## src/hdl/mfls_pkg.sv

```systemverilog
package mfls_pkg;

   localparam int LANES_DEFAULT       = 4;
   localparam int LEVELS_DEFAULT      = 3;
   localparam int QUEUE_DEPTH_DEFAULT = 2;

   // lanes that have bits in the request
   localparam int IN_LANES = 4;
   localparam int OUT_LANES_MAX = 4;

   localparam int ACTION_W  = 3;
   localparam int LANE_IN_W = 2;
   localparam int NOW_W     = 32;
   localparam int MASK_W    = IN_LANES;
   localparam int WAIT_W    = 16;
   localparam int TOTAL_W   = 16;
   localparam int RUN_W     = 8;
   localparam int DRL_W     = 7;
   localparam int QUANTUM_W = 8;
   localparam int LEVELS_W  = 8;

   localparam int CSR_INDEX_W = 3;
   localparam int CSR_DATA_W  = 16;

   localparam logic [RUN_W-1:0] RUN_MAX = '1;

   localparam int LOAD_HIGH = 5;
   localparam int LOAD_LOW  = 2;

   localparam logic [WAIT_W-1:0]    PROMO_WAIT_RESET = 16'd10;
   localparam logic [DRL_W-1:0]     DEMO_RUN_RESET   = 7'd5;
   localparam logic [WAIT_W-1:0]    AGING_RESET      = 16'd15;
   localparam logic [QUANTUM_W-1:0] QUANTUM_H_RESET  = 8'd2;
   localparam logic [QUANTUM_W-1:0] QUANTUM_M_RESET  = 8'd4;
   localparam logic [QUANTUM_W-1:0] QUANTUM_L_RESET  = 8'd6;

   typedef enum logic [ACTION_W-1:0] {
      ACT_SCHEDULE     = 3'd0,
      ACT_ADAPTIVE     = 3'd1,
      ACT_PROMOTE      = 3'd2,
      ACT_DEMOTE       = 3'd3,
      ACT_RESET_LEVELS = 3'd4
   } action_type;

   typedef enum logic [CSR_INDEX_W-1:0] {
      CSR_PROMO_WAIT = 3'd0,
      CSR_DEMO_RUN   = 3'd1,
      CSR_AGING      = 3'd2,
      CSR_QUANTUM_H  = 3'd3,
      CSR_QUANTUM_M  = 3'd4,
      CSR_QUANTUM_L  = 3'd5
   } csr_index_type;

   typedef enum logic [2:0] {
      OP_SCHEDULE,
      OP_ADAPTIVE,
      OP_PROMOTE,
      OP_DEMOTE,
      OP_SETUP,
      OP_NONE
   } op_kind_type;

   typedef struct packed {
      logic [WAIT_W-1:0]    promotion_wait_limit;
      logic [DRL_W-1:0]     demotion_run_limit;
      logic [WAIT_W-1:0]    aging_limit;
      logic [QUANTUM_W-1:0] quantum_high;
      logic [QUANTUM_W-1:0] quantum_medium;
      logic [QUANTUM_W-1:0] quantum_low;
   } cfg_type;

   typedef struct packed {
      op_kind_type                      kind;
      logic [LANE_IN_W-1:0]             lane;
      logic [NOW_W-1:0]                 now;
      logic [IN_LANES-1:0]              elig_mask;
      logic [IN_LANES-1:0]              running_mask;
      logic [IN_LANES-1:0][WAIT_W-1:0]  waits;
      logic [WAIT_W-1:0]                pthr;
      logic [RUN_W-1:0]                 dthr;
   } op_type;

endpackage

```

## src/hdl/mfls_if.sv

```systemverilog
interface mfls_req_if import mfls_pkg::*; ();
   logic                 valid;
   logic                 ready;
   logic [ACTION_W-1:0]  action;
   logic [LANE_IN_W-1:0] lane;
   logic [NOW_W-1:0]     now;
   logic [MASK_W-1:0]    ready_mask;
   logic [MASK_W-1:0]    blocked_mask;
   logic [MASK_W-1:0]    running_mask;
   logic [WAIT_W-1:0]    wait_lane0;
   logic [WAIT_W-1:0]    wait_lane1;
   logic [WAIT_W-1:0]    wait_lane2;
   logic [WAIT_W-1:0]    wait_lane3;
   logic [TOTAL_W-1:0]   total_queue;

   modport source (
      output valid, action, lane, now, ready_mask, blocked_mask, running_mask,
             wait_lane0, wait_lane1, wait_lane2, wait_lane3, total_queue,
      input  ready
   );
   modport sink (
      input  valid, action, lane, now, ready_mask, blocked_mask, running_mask,
             wait_lane0, wait_lane1, wait_lane2, wait_lane3, total_queue,
      output ready
   );
endinterface

interface mfls_rsp_if import mfls_pkg::*; ();
   logic                 valid;
   logic                 ready;
   logic                 granted;
   logic [LANE_IN_W-1:0] chosen_lane;
   logic [QUANTUM_W-1:0] quantum;
   logic [LEVELS_W-1:0]  lane_levels;

   modport source (
      output valid, granted, chosen_lane, quantum, lane_levels,
      input  ready
   );
   modport sink (
      input  valid, granted, chosen_lane, quantum, lane_levels,
      output ready
   );
endinterface

```

## src/hdl/mfls_front.sv

```systemverilog
module mfls_front import mfls_pkg::*; (
   input  logic                   clock,
   input  logic                   reset,
   input  logic                   csr_wr_en,
   input  logic [CSR_INDEX_W-1:0] csr_index,
   input  logic [CSR_DATA_W-1:0]  csr_wr_data,
   mfls_req_if.sink               req_chan,
   input  logic                   queue_full,
   output logic                   queue_push,
   output op_type                 op,
   output cfg_type                cfg
);

   cfg_type cfg_ff, cfg_in;

   logic [2:0]         nready;
   logic [4:0]         high_bound;
   logic [4:0]         low_bound;
   logic               load_high;
   logic               load_not_low;

   always_ff @(posedge clock) begin
      if (reset) begin
         cfg_ff.promotion_wait_limit <= PROMO_WAIT_RESET;
         cfg_ff.demotion_run_limit   <= DEMO_RUN_RESET;
         cfg_ff.aging_limit          <= AGING_RESET;
         cfg_ff.quantum_high         <= QUANTUM_H_RESET;
         cfg_ff.quantum_medium       <= QUANTUM_M_RESET;
         cfg_ff.quantum_low          <= QUANTUM_L_RESET;
      end else begin
         cfg_ff <= cfg_in;
      end
   end

   always_comb begin
      cfg_in = cfg_ff;
      if (csr_wr_en) begin
         unique case (csr_index_type'(csr_index))
            CSR_PROMO_WAIT: cfg_in.promotion_wait_limit = csr_wr_data;
            CSR_DEMO_RUN:   cfg_in.demotion_run_limit   = csr_wr_data[DRL_W-1:0];
            CSR_AGING:      cfg_in.aging_limit          = csr_wr_data;
            CSR_QUANTUM_H:  cfg_in.quantum_high         = csr_wr_data[QUANTUM_W-1:0];
            CSR_QUANTUM_M:  cfg_in.quantum_medium       = csr_wr_data[QUANTUM_W-1:0];
            CSR_QUANTUM_L:  cfg_in.quantum_low          = csr_wr_data[QUANTUM_W-1:0];
            default: ;
         endcase
      end
   end

   assign cfg = cfg_ff;

   // load thresholds for the adaptive transaction
   assign nready       = 3'($countones(req_chan.ready_mask));
   assign high_bound   = 5'(LOAD_HIGH) * {2'b00, nready};
   assign low_bound    = 5'(LOAD_LOW) * {2'b00, nready};
   assign load_high    = (nready != 3'd0) && (req_chan.total_queue > TOTAL_W'(high_bound));
   assign load_not_low = (nready != 3'd0) && !(req_chan.total_queue < TOTAL_W'(low_bound));

   always_comb begin
      op.lane         = req_chan.lane;
      op.now          = req_chan.now;
      op.elig_mask    = req_chan.ready_mask & ~req_chan.blocked_mask;
      op.running_mask = req_chan.running_mask;
      op.waits[0]     = req_chan.wait_lane0;
      op.waits[1]     = req_chan.wait_lane1;
      op.waits[2]     = req_chan.wait_lane2;
      op.waits[3]     = req_chan.wait_lane3;
      op.pthr         = load_high ? (cfg_ff.promotion_wait_limit >> 1)
                                  : cfg_ff.promotion_wait_limit;
      op.dthr         = load_not_low ? {1'b0, cfg_ff.demotion_run_limit}
                                     : {cfg_ff.demotion_run_limit, 1'b0};
      unique case (action_type'(req_chan.action))
         ACT_SCHEDULE:     op.kind = OP_SCHEDULE;
         ACT_ADAPTIVE:     op.kind = OP_ADAPTIVE;
         ACT_PROMOTE:      op.kind = OP_PROMOTE;
         ACT_DEMOTE:       op.kind = OP_DEMOTE;
         ACT_RESET_LEVELS: op.kind = OP_SETUP;
         default:          op.kind = OP_NONE;
      endcase
   end

   assign req_chan.ready = !queue_full;
   assign queue_push     = req_chan.valid && !queue_full;

endmodule

```

## src/hdl/mfls_fifo.sv

```systemverilog
module mfls_fifo import mfls_pkg::*; #(
   parameter int DEPTH = QUEUE_DEPTH_DEFAULT
) (
   input  logic   clock,
   input  logic   reset,
   input  logic   push,
   input  op_type push_data,
   output logic   full,
   input  logic   pop,
   output op_type pop_data,
   output logic   not_empty
);

   localparam int PTR_W = (DEPTH > 1) ? $clog2(DEPTH) : 1;
   localparam int CNT_W = $clog2(DEPTH + 1);
   localparam logic [PTR_W-1:0] PTR_LAST = PTR_W'(DEPTH - 1);

   op_type             mem_ff [DEPTH];
   logic [PTR_W-1:0]   wr_ptr_ff, wr_ptr_in;
   logic [PTR_W-1:0]   rd_ptr_ff, rd_ptr_in;
   logic [CNT_W-1:0]   count_ff, count_in;

   always_ff @(posedge clock) begin
      if (push) begin
         mem_ff[wr_ptr_ff] <= push_data;
      end
   end

   always_ff @(posedge clock) begin
      if (reset) begin
         wr_ptr_ff <= '0;
         rd_ptr_ff <= '0;
         count_ff  <= '0;
      end else begin
         wr_ptr_ff <= wr_ptr_in;
         rd_ptr_ff <= rd_ptr_in;
         count_ff  <= count_in;
      end
   end

   always_comb begin
      wr_ptr_in = wr_ptr_ff;
      rd_ptr_in = rd_ptr_ff;
      count_in  = count_ff;
      if (push) begin
         wr_ptr_in = (wr_ptr_ff == PTR_LAST) ? '0 : wr_ptr_ff + PTR_W'(1);
      end
      if (pop) begin
         rd_ptr_in = (rd_ptr_ff == PTR_LAST) ? '0 : rd_ptr_ff + PTR_W'(1);
      end
      case ({push, pop})
         2'b10:   count_in = count_ff + CNT_W'(1);
         2'b01:   count_in = count_ff - CNT_W'(1);
         default: count_in = count_ff;
      endcase
   end

   assign full      = (count_ff == CNT_W'(DEPTH));
   assign not_empty = (count_ff != '0);
   assign pop_data  = mem_ff[rd_ptr_ff];

endmodule

```

## src/hdl/mfls_back.sv

```systemverilog
module mfls_back import mfls_pkg::*; #(
   parameter int LANES  = LANES_DEFAULT,
   parameter int LEVELS = LEVELS_DEFAULT
) (
   input  logic       clock,
   input  logic       reset,
   input  cfg_type    cfg,
   input  op_type     op,
   input  logic       op_valid,
   output logic       op_pop,
   mfls_rsp_if.source rsp_chan
);

   localparam int LVL_W     = $clog2(LEVELS);
   localparam int LANE_W    = $clog2(LANES);
   localparam int OUT_LANES = (LANES < OUT_LANES_MAX) ? LANES : OUT_LANES_MAX;
   localparam logic [LVL_W-1:0] LVL_TOP = '0;
   localparam logic [LVL_W-1:0] LVL_ONE = LVL_W'(1);
   localparam logic [LVL_W-1:0] LVL_MAX = LVL_W'(LEVELS - 1);

   logic [LVL_W-1:0]  level_ff [LANES];
   logic [LVL_W-1:0]  level_in [LANES];
   logic [RUN_W-1:0]  run_ff   [LANES];
   logic [RUN_W-1:0]  run_in   [LANES];
   logic [NOW_W-1:0]  promoted_ff [LANES];
   logic [NOW_W-1:0]  promoted_in [LANES];
   logic              started_ff, started_in;

   logic                 rsp_valid_ff, rsp_valid_in;
   logic                 granted_ff, granted_in;
   logic [LANE_IN_W-1:0] chosen_ff, chosen_in;
   logic [QUANTUM_W-1:0] quantum_ff, quantum_in;
   logic [LEVELS_W-1:0]  levels_ff, levels_in;

   logic [WAIT_W-1:0] lane_wait [LANES];
   logic [LANES-1:0]  lane_elig;
   logic [LANES-1:0]  lane_run;

   logic is_sched;

   // lanes beyond the request fields are never ready or running
   for (genvar g = 0; g < LANES; g++) begin : g_lane_in
      if (g < IN_LANES) begin : g_real
         assign lane_wait[g] = op.waits[g];
         assign lane_elig[g] = op.elig_mask[g];
         assign lane_run[g]  = op.running_mask[g];
      end else begin : g_pad
         assign lane_wait[g] = '0;
         assign lane_elig[g] = 1'b0;
         assign lane_run[g]  = 1'b0;
      end
   end

   assign is_sched = (op.kind == OP_SCHEDULE) || (op.kind == OP_ADAPTIVE);
   assign op_pop   = op_valid && (!rsp_valid_ff || rsp_chan.ready);

   // per-lane state update
   always_comb begin
      logic [LVL_W-1:0] lv;
      logic [RUN_W-1:0] rc;
      logic [NOW_W-1:0] pa;
      logic [NOW_W-1:0] in_level;
      started_in = started_ff;
      if (is_sched || (op.kind == OP_SETUP)) begin
         started_in = 1'b1;
      end
      for (int i = 0; i < LANES; i++) begin
         lv = level_ff[i];
         rc = run_ff[i];
         pa = promoted_ff[i];
         in_level = '0;
         case (op.kind)
            OP_SCHEDULE, OP_ADAPTIVE: begin
               if (!started_ff) begin
                  lv = LVL_ONE;
                  rc = '0;
                  pa = op.now;
               end
               if (op.kind == OP_ADAPTIVE) begin
                  if (lane_wait[i] > op.pthr && lv != LVL_TOP) begin
                     lv = lv - LVL_ONE;
                     pa = op.now;
                     rc = '0;
                  end
                  if (rc > op.dthr && lv != LVL_MAX) begin
                     lv = lv + LVL_ONE;
                     rc = '0;
                  end
               end
               in_level = op.now - pa;
               if (lane_wait[i] > cfg.promotion_wait_limit && lv != LVL_TOP) begin
                  lv = lv - LVL_ONE;
                  pa = op.now;
                  rc = '0;
               end
               if (in_level > NOW_W'(cfg.aging_limit) && lv != LVL_TOP) begin
                  lv = LVL_TOP;
                  pa = op.now;
                  rc = '0;
               end
               if (lane_run[i]) begin
                  if (rc != RUN_MAX) begin
                     rc = rc + RUN_W'(1);
                  end
                  if (rc > {1'b0, cfg.demotion_run_limit} && lv != LVL_MAX) begin
                     lv = lv + LVL_ONE;
                     rc = '0;
                  end
               end else begin
                  rc = '0;
               end
            end
            OP_PROMOTE: begin
               if (started_ff && int'(op.lane) == i && lv != LVL_TOP) begin
                  lv = lv - LVL_ONE;
                  pa = op.now;
                  rc = '0;
               end
            end
            OP_DEMOTE: begin
               if (started_ff && int'(op.lane) == i && lv != LVL_MAX) begin
                  lv = lv + LVL_ONE;
                  rc = '0;
               end
            end
            OP_SETUP: begin
               lv = LVL_ONE;
               rc = '0;
               pa = op.now;
            end
            default: ;
         endcase
         level_in[i]    = lv;
         run_in[i]      = rc;
         promoted_in[i] = pa;
      end
   end

   // grant: best level, then longest wait, lower index on a tie
   always_comb begin
      logic                 found;
      logic [LANE_W-1:0]    best_idx;
      logic [LVL_W-1:0]     best_lvl;
      logic [WAIT_W-1:0]    best_wait;
      logic [LANE_W+1:0]    idx_ext;
      logic [LVL_W+1:0]     lvl_ext;
      found     = 1'b0;
      best_idx  = '0;
      best_lvl  = '0;
      best_wait = '0;
      for (int i = 0; i < LANES; i++) begin
         if (lane_elig[i] && (!found || level_in[i] < best_lvl ||
             (level_in[i] == best_lvl && lane_wait[i] > best_wait))) begin
            found     = 1'b1;
            best_idx  = LANE_W'(i);
            best_lvl  = level_in[i];
            best_wait = lane_wait[i];
         end
      end
      idx_ext    = {2'b00, best_idx};
      granted_in = is_sched && found;
      chosen_in  = granted_in ? idx_ext[1:0] : '0;
      if (!granted_in) begin
         quantum_in = '0;
      end else if (best_lvl == LVL_TOP) begin
         quantum_in = cfg.quantum_high;
      end else if (best_lvl == LVL_ONE) begin
         quantum_in = cfg.quantum_medium;
      end else begin
         quantum_in = cfg.quantum_low;
      end
      levels_in = '0;
      for (int i = 0; i < OUT_LANES; i++) begin
         lvl_ext = {2'b00, level_in[i]};
         levels_in[2*i +: 2] = lvl_ext[1:0];
      end
   end

   always_comb begin
      if (op_pop) begin
         rsp_valid_in = 1'b1;
      end else if (rsp_chan.ready) begin
         rsp_valid_in = 1'b0;
      end else begin
         rsp_valid_in = rsp_valid_ff;
      end
   end

   always_ff @(posedge clock) begin
      if (reset) begin
         for (int i = 0; i < LANES; i++) begin
            level_ff[i]    <= LVL_ONE;
            run_ff[i]      <= '0;
            promoted_ff[i] <= '0;
         end
         started_ff   <= 1'b0;
         rsp_valid_ff <= 1'b0;
      end else begin
         rsp_valid_ff <= rsp_valid_in;
         if (op_pop) begin
            level_ff    <= level_in;
            run_ff      <= run_in;
            promoted_ff <= promoted_in;
            started_ff  <= started_in;
         end
      end
   end

   always_ff @(posedge clock) begin
      if (op_pop) begin
         granted_ff <= granted_in;
         chosen_ff  <= chosen_in;
         quantum_ff <= quantum_in;
         levels_ff  <= levels_in;
      end
   end

   assign rsp_chan.valid       = rsp_valid_ff;
   assign rsp_chan.granted     = granted_ff;
   assign rsp_chan.chosen_lane = chosen_ff;
   assign rsp_chan.quantum     = quantum_ff;
   assign rsp_chan.lane_levels = levels_ff;

endmodule

```

## src/hdl/multilevel_feedback_lane_scheduler.sv

```systemverilog
// response path: an accepted request is written into the queue; the back end
//   pops it and registers its response in the output register on rsp_chan
// throughput: one transaction per cycle unless rsp_chan or the queue stalls;
//   lane state update and grant select in the back end are combinational
// reset (synchronous, active high): registers back to defaults, lanes at
//   medium level, queue and output register empty; no clearing pass
module multilevel_feedback_lane_scheduler import mfls_pkg::*; #(
   parameter int LANES       = LANES_DEFAULT,
   parameter int LEVELS      = LEVELS_DEFAULT,
   parameter int QUEUE_DEPTH = QUEUE_DEPTH_DEFAULT
) (
   input  logic                   clock,
   input  logic                   reset,
   input  logic                   csr_wr_en,
   input  logic [CSR_INDEX_W-1:0] csr_index,
   input  logic [CSR_DATA_W-1:0]  csr_wr_data,
   mfls_req_if.sink               req_chan,
   mfls_rsp_if.source             rsp_chan
);

   op_type  front_op;
   op_type  back_op;
   cfg_type cfg;
   logic    queue_full;
   logic    queue_push;
   logic    queue_pop;
   logic    queue_not_empty;

   mfls_front u_front (
      .clock       (clock),
      .reset       (reset),
      .csr_wr_en   (csr_wr_en),
      .csr_index   (csr_index),
      .csr_wr_data (csr_wr_data),
      .req_chan    (req_chan),
      .queue_full  (queue_full),
      .queue_push  (queue_push),
      .op          (front_op),
      .cfg         (cfg)
   );

   mfls_fifo #(
      .DEPTH (QUEUE_DEPTH)
   ) u_fifo (
      .clock     (clock),
      .reset     (reset),
      .push      (queue_push),
      .push_data (front_op),
      .full      (queue_full),
      .pop       (queue_pop),
      .pop_data  (back_op),
      .not_empty (queue_not_empty)
   );

   mfls_back #(
      .LANES  (LANES),
      .LEVELS (LEVELS)
   ) u_back (
      .clock    (clock),
      .reset    (reset),
      .cfg      (cfg),
      .op       (back_op),
      .op_valid (queue_not_empty),
      .op_pop   (queue_pop),
      .rsp_chan (rsp_chan)
   );

endmodule

```

## src/flat_wrapper.sv

```systemverilog
// flat-port wrapper written by rule: the top's interface ports become plain ports
module multilevel_feedback_lane_scheduler_flat import mfls_pkg::*;
#(
   parameter int LANES       = LANES_DEFAULT,
   parameter int LEVELS      = LEVELS_DEFAULT,
   parameter int QUEUE_DEPTH = QUEUE_DEPTH_DEFAULT
)
  (clock, reset, csr_wr_en, csr_index, csr_wr_data, req_chan_valid, req_chan_action, req_chan_lane, req_chan_now, req_chan_ready_mask, req_chan_blocked_mask, req_chan_running_mask, req_chan_wait_lane0, req_chan_wait_lane1, req_chan_wait_lane2, req_chan_wait_lane3, req_chan_total_queue, req_chan_ready, rsp_chan_valid, rsp_chan_granted, rsp_chan_chosen_lane, rsp_chan_quantum, rsp_chan_lane_levels, rsp_chan_ready);
  mfls_req_if req_chan_i ();
  mfls_rsp_if rsp_chan_i ();
  input  logic clock;
  input  logic reset;
  input  logic csr_wr_en;
  input  logic [CSR_INDEX_W-1:0] csr_index;
  input  logic [CSR_DATA_W-1:0] csr_wr_data;
  input wire logic [$bits(req_chan_i.valid)-1:0] req_chan_valid;
  input wire logic [$bits(req_chan_i.action)-1:0] req_chan_action;
  input wire logic [$bits(req_chan_i.lane)-1:0] req_chan_lane;
  input wire logic [$bits(req_chan_i.now)-1:0] req_chan_now;
  input wire logic [$bits(req_chan_i.ready_mask)-1:0] req_chan_ready_mask;
  input wire logic [$bits(req_chan_i.blocked_mask)-1:0] req_chan_blocked_mask;
  input wire logic [$bits(req_chan_i.running_mask)-1:0] req_chan_running_mask;
  input wire logic [$bits(req_chan_i.wait_lane0)-1:0] req_chan_wait_lane0;
  input wire logic [$bits(req_chan_i.wait_lane1)-1:0] req_chan_wait_lane1;
  input wire logic [$bits(req_chan_i.wait_lane2)-1:0] req_chan_wait_lane2;
  input wire logic [$bits(req_chan_i.wait_lane3)-1:0] req_chan_wait_lane3;
  input wire logic [$bits(req_chan_i.total_queue)-1:0] req_chan_total_queue;
  output wire logic [$bits(req_chan_i.ready)-1:0] req_chan_ready;
  output wire logic [$bits(rsp_chan_i.valid)-1:0] rsp_chan_valid;
  output wire logic [$bits(rsp_chan_i.granted)-1:0] rsp_chan_granted;
  output wire logic [$bits(rsp_chan_i.chosen_lane)-1:0] rsp_chan_chosen_lane;
  output wire logic [$bits(rsp_chan_i.quantum)-1:0] rsp_chan_quantum;
  output wire logic [$bits(rsp_chan_i.lane_levels)-1:0] rsp_chan_lane_levels;
  input wire logic [$bits(rsp_chan_i.ready)-1:0] rsp_chan_ready;
  assign req_chan_i.valid = req_chan_valid;
  assign req_chan_i.action = req_chan_action;
  assign req_chan_i.lane = req_chan_lane;
  assign req_chan_i.now = req_chan_now;
  assign req_chan_i.ready_mask = req_chan_ready_mask;
  assign req_chan_i.blocked_mask = req_chan_blocked_mask;
  assign req_chan_i.running_mask = req_chan_running_mask;
  assign req_chan_i.wait_lane0 = req_chan_wait_lane0;
  assign req_chan_i.wait_lane1 = req_chan_wait_lane1;
  assign req_chan_i.wait_lane2 = req_chan_wait_lane2;
  assign req_chan_i.wait_lane3 = req_chan_wait_lane3;
  assign req_chan_i.total_queue = req_chan_total_queue;
  assign req_chan_ready = req_chan_i.ready;
  assign rsp_chan_valid = rsp_chan_i.valid;
  assign rsp_chan_granted = rsp_chan_i.granted;
  assign rsp_chan_chosen_lane = rsp_chan_i.chosen_lane;
  assign rsp_chan_quantum = rsp_chan_i.quantum;
  assign rsp_chan_lane_levels = rsp_chan_i.lane_levels;
  assign rsp_chan_i.ready = rsp_chan_ready;
  multilevel_feedback_lane_scheduler #(.LANES(LANES), .LEVELS(LEVELS), .QUEUE_DEPTH(QUEUE_DEPTH)) u_core (.clock(clock), .reset(reset), .csr_wr_en(csr_wr_en), .csr_index(csr_index), .csr_wr_data(csr_wr_data), .req_chan(req_chan_i), .rsp_chan(rsp_chan_i));
endmodule
```

## config.mk

```make
export PLATFORM = sky130hd
export DESIGN_NAME = multilevel_feedback_lane_scheduler_flat
export DESIGN_NICKNAME = d
export VERILOG_FILES = /design/src/hdl/mfls_pkg.sv /design/src/hdl/mfls_if.sv /design/src/hdl/mfls_front.sv /design/src/hdl/mfls_fifo.sv /design/src/hdl/mfls_back.sv /design/src/hdl/multilevel_feedback_lane_scheduler.sv /design/src/flat_wrapper.sv
export SDC_FILE = /design/constraint.sdc
export NUM_CORES = 2
export LEC_CHECK = 0
export ABC_AREA = 1
export BUFFER_PORTS_ARGS = -buffer_cell sky130_fd_sc_hd__buf_2
export CORE_MARGIN = 2
export CORE_UTILIZATION = 40
export DETAILED_ROUTE_END_ITERATION = 8
export REMOVE_ABC_BUFFERS = 1
export SYNTH_ARGS = -nofsm -noshare
export SYNTH_HDL_FRONTEND = slang
export SYNTH_SLANG_ARGS = --single-unit
```

## constraint.sdc

```tcl
create_clock -name clock -period 29.3 [get_ports clock]
set_input_delay 4.395 -clock clock [delete_from_list [all_inputs] [get_ports clock]]
set_output_delay 4.395 -clock clock [all_outputs]
set_load 0.03 [all_outputs]
```

==> flow_results.org <==
** Final layout
- The filler cells instantiated in the layout total ~10000.
- Summing all multi-input logic gate instances after layout gives between 0.02 and 0.025 mm2.
- Total Nets Final :: 6070
- For this run, the share of the core covered by cells in the final layout is 44.9%.
- The sequential cells in the finished layout cover a total of approximately 0.013 mm2.
- Fraction of layout cells with a size suffix above 1 :: under 10%
- Area growth, synth to finish :: 11.4%

** CTS
- Number of gates resized after cts :: 0
- TritonCTS created 60 clock buffers.
- No sink is reached through more buffers than the 3 on the longest clock path.
- Count of H-tree levels built during CTS :: 2
- CTS tree :: yes
- Post CTS Setup Buffer Count :: 0
- Worst-skew pair later-pin latency :: 0.66 ns
- Number of sinks driven by the clock tree :: between 500 and 600
- Hold_buf cts :: 0
- Clock-pin slew was measured on the worst setup and hold paths at about 0.060 ns.
- CTS root buf :: sky130_fd_sc_hd__clkbuf_16

** Floorplan
- In this run the count of I/O pins placed on the die edge is 174.
- The floorplan step defined a die boundary enclosing approximately 0.1 mm2.
- From bottom edge to top edge, the die measures 318 um.
- Core Rows :: 115
- Placeable Area :: 0.0983 mm2
- Die Wd :: 318 um
- Starting utilization of the core area :: roughly two fifths

** Synthesis
- Top flip-flop cell by instance count after synthesis :: sky130_fd_sc_hd__edfxtp_1
- Flip-flop and latch count after synthesis :: approximately 520
- In this run, synthesis inferred between 200 and 300 flip-flops with an integrated enable.
- Warnings from Yosys :: 0
- The synthesized netlist occupies a cell area of approximately 0.040 mm2.
- Post-synthesis cell type count :: between 60 and 70
- Async set-reset flop share out of synthesis :: 0%
- Synthesized instance count :: roughly 5300
- Sequential share of the synthesized area :: about a third
- Post-synthesis area per instance :: about 7.5 um2

** Global route
- The first global-routing pass estimated 210000 um of wire.
- Remaining Overflow, GRT :: 0
- Global routing used between 20% and 30% of the available tracks across all layers.
- The number of antenna violations at the first check in global routing is 10.
- Entering global routing, the biggest net connects ~130 pins.
- The via count of the first global-routing pass is 33900.

** Worst setup path
- The number of cells on the worst reg-to-reg path is 90.
- STA classifies the critical path startpoint as a flop.
- In this design, the stage delay of the slowest critical-path cell is 1.18 ns.
- Capturing element type of the critical path :: flop
- Slowest cell on crit path :: sky130_fd_sc_hd__nand2_1
- In this run the worst path has a maximum fanout of 48.
- Critical path class :: reg -> reg
- Most Frequent Cell on Critical Path :: sky130_fd_sc_hd__nand2_1
- CP Data Arrival Time :: around 20 ns
- Data required time at the worst endpoint :: 29.82 ns

** Timing
- Setup_tns :: 0 ns
- At the pin with the least slew margin, the transition time is around 1.2 ns.
- Post-layout min period :: about 20 ns
- Static timing analysis puts the maximum clock frequency at a little over 50 MHz.
- The number of hold violations in the final report came to 0.
- In the finished design, the share of the clock period the worst path needs comes to approximately two thirds.
- Setup repair after global routing left no endpoint under its margin.
- Headroom to the max-slew limit :: 16.6%
- Post-Route Skew :: 0.0231 ns
- Setup violations remaining at the end of the flow were counted as 0.
- Number of slew-limit violations in the final report :: 0

** Min path
- The min-delay analysis places its worst path in the category reg -> reg.
- Counting instances, the worst hold path has a depth of 1.
- Launch instance of the worst min-delay path :: u_core.u_fifo.rd_ptr_ff$_SDFFE_PP0P_

** Drt
- Dividing the detail-routed wire length by the instance count gives 20.7 um.
- Antenna Violating Nets Remaining :: 0
- After detailed routing, the total wire length is approximately 140000 um.
- Routed via count divided by cell count :: 5.50
- The detailed router placed approximately 37000 vias in this run.
- The pre-antenna-repair detailed-routing pass consisted of 6 iterations.
- Drt first-iter violations :: 3710
- After detailed routing, the number of remaining DRC violations is 0.

** Outcome
- Outcome :: finished, final reports clean

** Run
- Across the run, the number of max-cap violations was 0.

** Placement
- In this run the tool buffered the top-level ports with ~170 buffer cells.
- Routability-driven placement finished with a final weighted congestion of approximately 1.
- Total half-perimeter wirelength after legalization and detailed placement :: between 100000 and 150000 um
[final timing paths]
check	end	slack, ns
max	u_core.u_back.rsp_chan.quantum[6]$_SDFFCE_PN0P_	9.80
min	flop	0.45
max reg2reg	u_core.u_back.rsp_chan.quantum[6]$_SDFFCE_PN0P_	9.80
min reg2reg	flop	0.45
[cells in the mapped netlist, drive strengths merged (2+ instances only)]
cell type,count,area (um2)
o21a,33,248
o22ai,8,50.1
nand2,1471,5630
inv,474,1780
and2,4,25.0
or2,44,275
mux2i,30,300
xnor2,37,324
a21oi,505,2530
a21o,12,90.1
nand3b,12,93.8
clkbuf,135,507
o21bai,17,131
a21boi,14,109
fa,5,100
nor3b,3,22.5
nor2,407,1630
a211oi,16,120
o211ai,128,961
o2111ai,8,70.1
and3,3,18.8
a31o,2,17.5
buf,25,161
o21ai,448,2250
a221oi,2,17.5
o211a,2,20.0
nor4,13,81.3
nor3,75,375
edfxtp,285,8560
dfxtp,238,4760
nor4b,3,26.3
a41oi,2,17.5
xor2,69,604
nand4,58,363
nand3,219,1270
a31oi,18,113
clkinv,12,45.0
ha,457,5720
o221ai,6,52.6
[final cells by class]
class,count,share of cell area [%]
multi-input combinational,4141,54.0
sequential,523,30.2
inverter,486,4.14
tap,1287,3.65
clock buffer,69,3.58
timing repair buffer,243,3.20
clock inverter,44,1.15
antenna,4,0.0227
[critical path: cells and delay by family, from the launching register on]
kind                       cells  cell delay (ns)
and+or+nand+nor               44             8.40
AOI/OAI and AO/OA             21             4.77
adders and majority gates      9             2.51
buffers and inverters         13             2.03
muxes                          2             0.67
DFF                            1             0.60
xor gates and xnor gates       1             0.18
[state kept, by name (all words and copies together) (netlist names), named ones only]
signal	count
u_core.u_front.cfg	63
u_core.u_back.rsp_chan.valid	1
u_core.u_back.rsp_chan.quantum	8
u_core.u_fifo.mem_ff	266
u_core.u_back.promoted_ff	128
u_core.u_fifo.count_ff	2
u_core.u_fifo.wr_ptr_ff	1
u_core.u_fifo.rd_ptr_ff	1
u_core.u_back.run_ff	32
u_core.u_back.rsp_chan.granted	1
u_core.u_back.level_ff	8
u_core.u_back.started_ff	1
u_core.u_back.rsp_chan.chosen_lane	2
u_core.u_back.rsp_chan.lane_levels	8
[metrics by stage]
| stage | cell area [um2] | hold slack [ns] | std cells | setup WS (ns) |
|---|---|---|---|---|
| CTS | 44100 | 0.449 | 6793 | 10.10 |
| global route | 44100 | 0.470 | 6793 | 8.02 |
| floorplan | 38900 | 0.426 | 5150 | 12.51 |
| global placement | 42000 | 0.428 | 6680 | 10.21 |
| detailed placement | 42000 | 0.439 | 6680 | 10.12 |
| finish | 44100 | 0.445 | 6797 | 9.80 |
[cell usage in the layout (no fill, tap or decap), types with 14 or more instances in the layout]
| cell type | n |
|---|---|
| sky130_fd_sc_hd__o21a_1 | 33 |
| sky130_fd_sc_hd__o211ai_1 | 128 |
| sky130_fd_sc_hd__buf_2 | 172 |
| sky130_fd_sc_hd__o21ai_1 | 25 |
| sky130_fd_sc_hd__nand2_2 | 24 |
| sky130_fd_sc_hd__a21oi_1 | 503 |
| sky130_fd_sc_hd__a211oi_1 | 16 |
| sky130_fd_sc_hd__nand2_1 | 1440 |
| sky130_fd_sc_hd__nand4_1 | 58 |
| sky130_fd_sc_hd__nor2_2 | 14 |
| sky130_fd_sc_hd__buf_4 | 69 |
| sky130_fd_sc_hd__nand3_1 | 197 |
| sky130_fd_sc_hd__mux2i_1 | 30 |
| sky130_fd_sc_hd__xor2_1 | 69 |
| sky130_fd_sc_hd__a31oi_1 | 18 |
| sky130_fd_sc_hd__clkinv_1 | 26 |
| sky130_fd_sc_hd__xnor2_1 | 37 |
| sky130_fd_sc_hd__nor3_1 | 72 |
| sky130_fd_sc_hd__edfxtp_1 | 285 |
| sky130_fd_sc_hd__ha_1 | 457 |
| sky130_fd_sc_hd__inv_1 | 459 |
| sky130_fd_sc_hd__o21bai_1 | 16 |
| sky130_fd_sc_hd__nor2_1 | 381 |
| sky130_fd_sc_hd__clkbuf_16 | 61 |
| sky130_fd_sc_hd__o21ai_0 | 421 |
| sky130_fd_sc_hd__or2_2 | 35 |
| sky130_fd_sc_hd__dfxtp_1 | 236 |
[cell families after synthesis]
group           after synthesis  share of synthesized area (%)
compound gates             1230                           17.4
xor+xnor                    106                           2.35
fa+ha+maj                   462                           14.7
buf+inv                     646                           6.30
flops                       523                           33.7
mux                          30                          0.759
simple gates               2313                           24.8
[routing by layer]
metal / vias to the layer above / part of all wire, % / track usage [%]
li1: 18500 / - / -
met1: 17300 / 48 / 40.1
met2: 1404 / 40 / 38.3
met3: 175 / 10 / 7.74
met4: 10 / 2.3 / 6.20
met5: - / 0.035 / 0
Power is not shown: default switching activity piles up to over one toggle a cycle in this logic, so the estimate is an artifact.
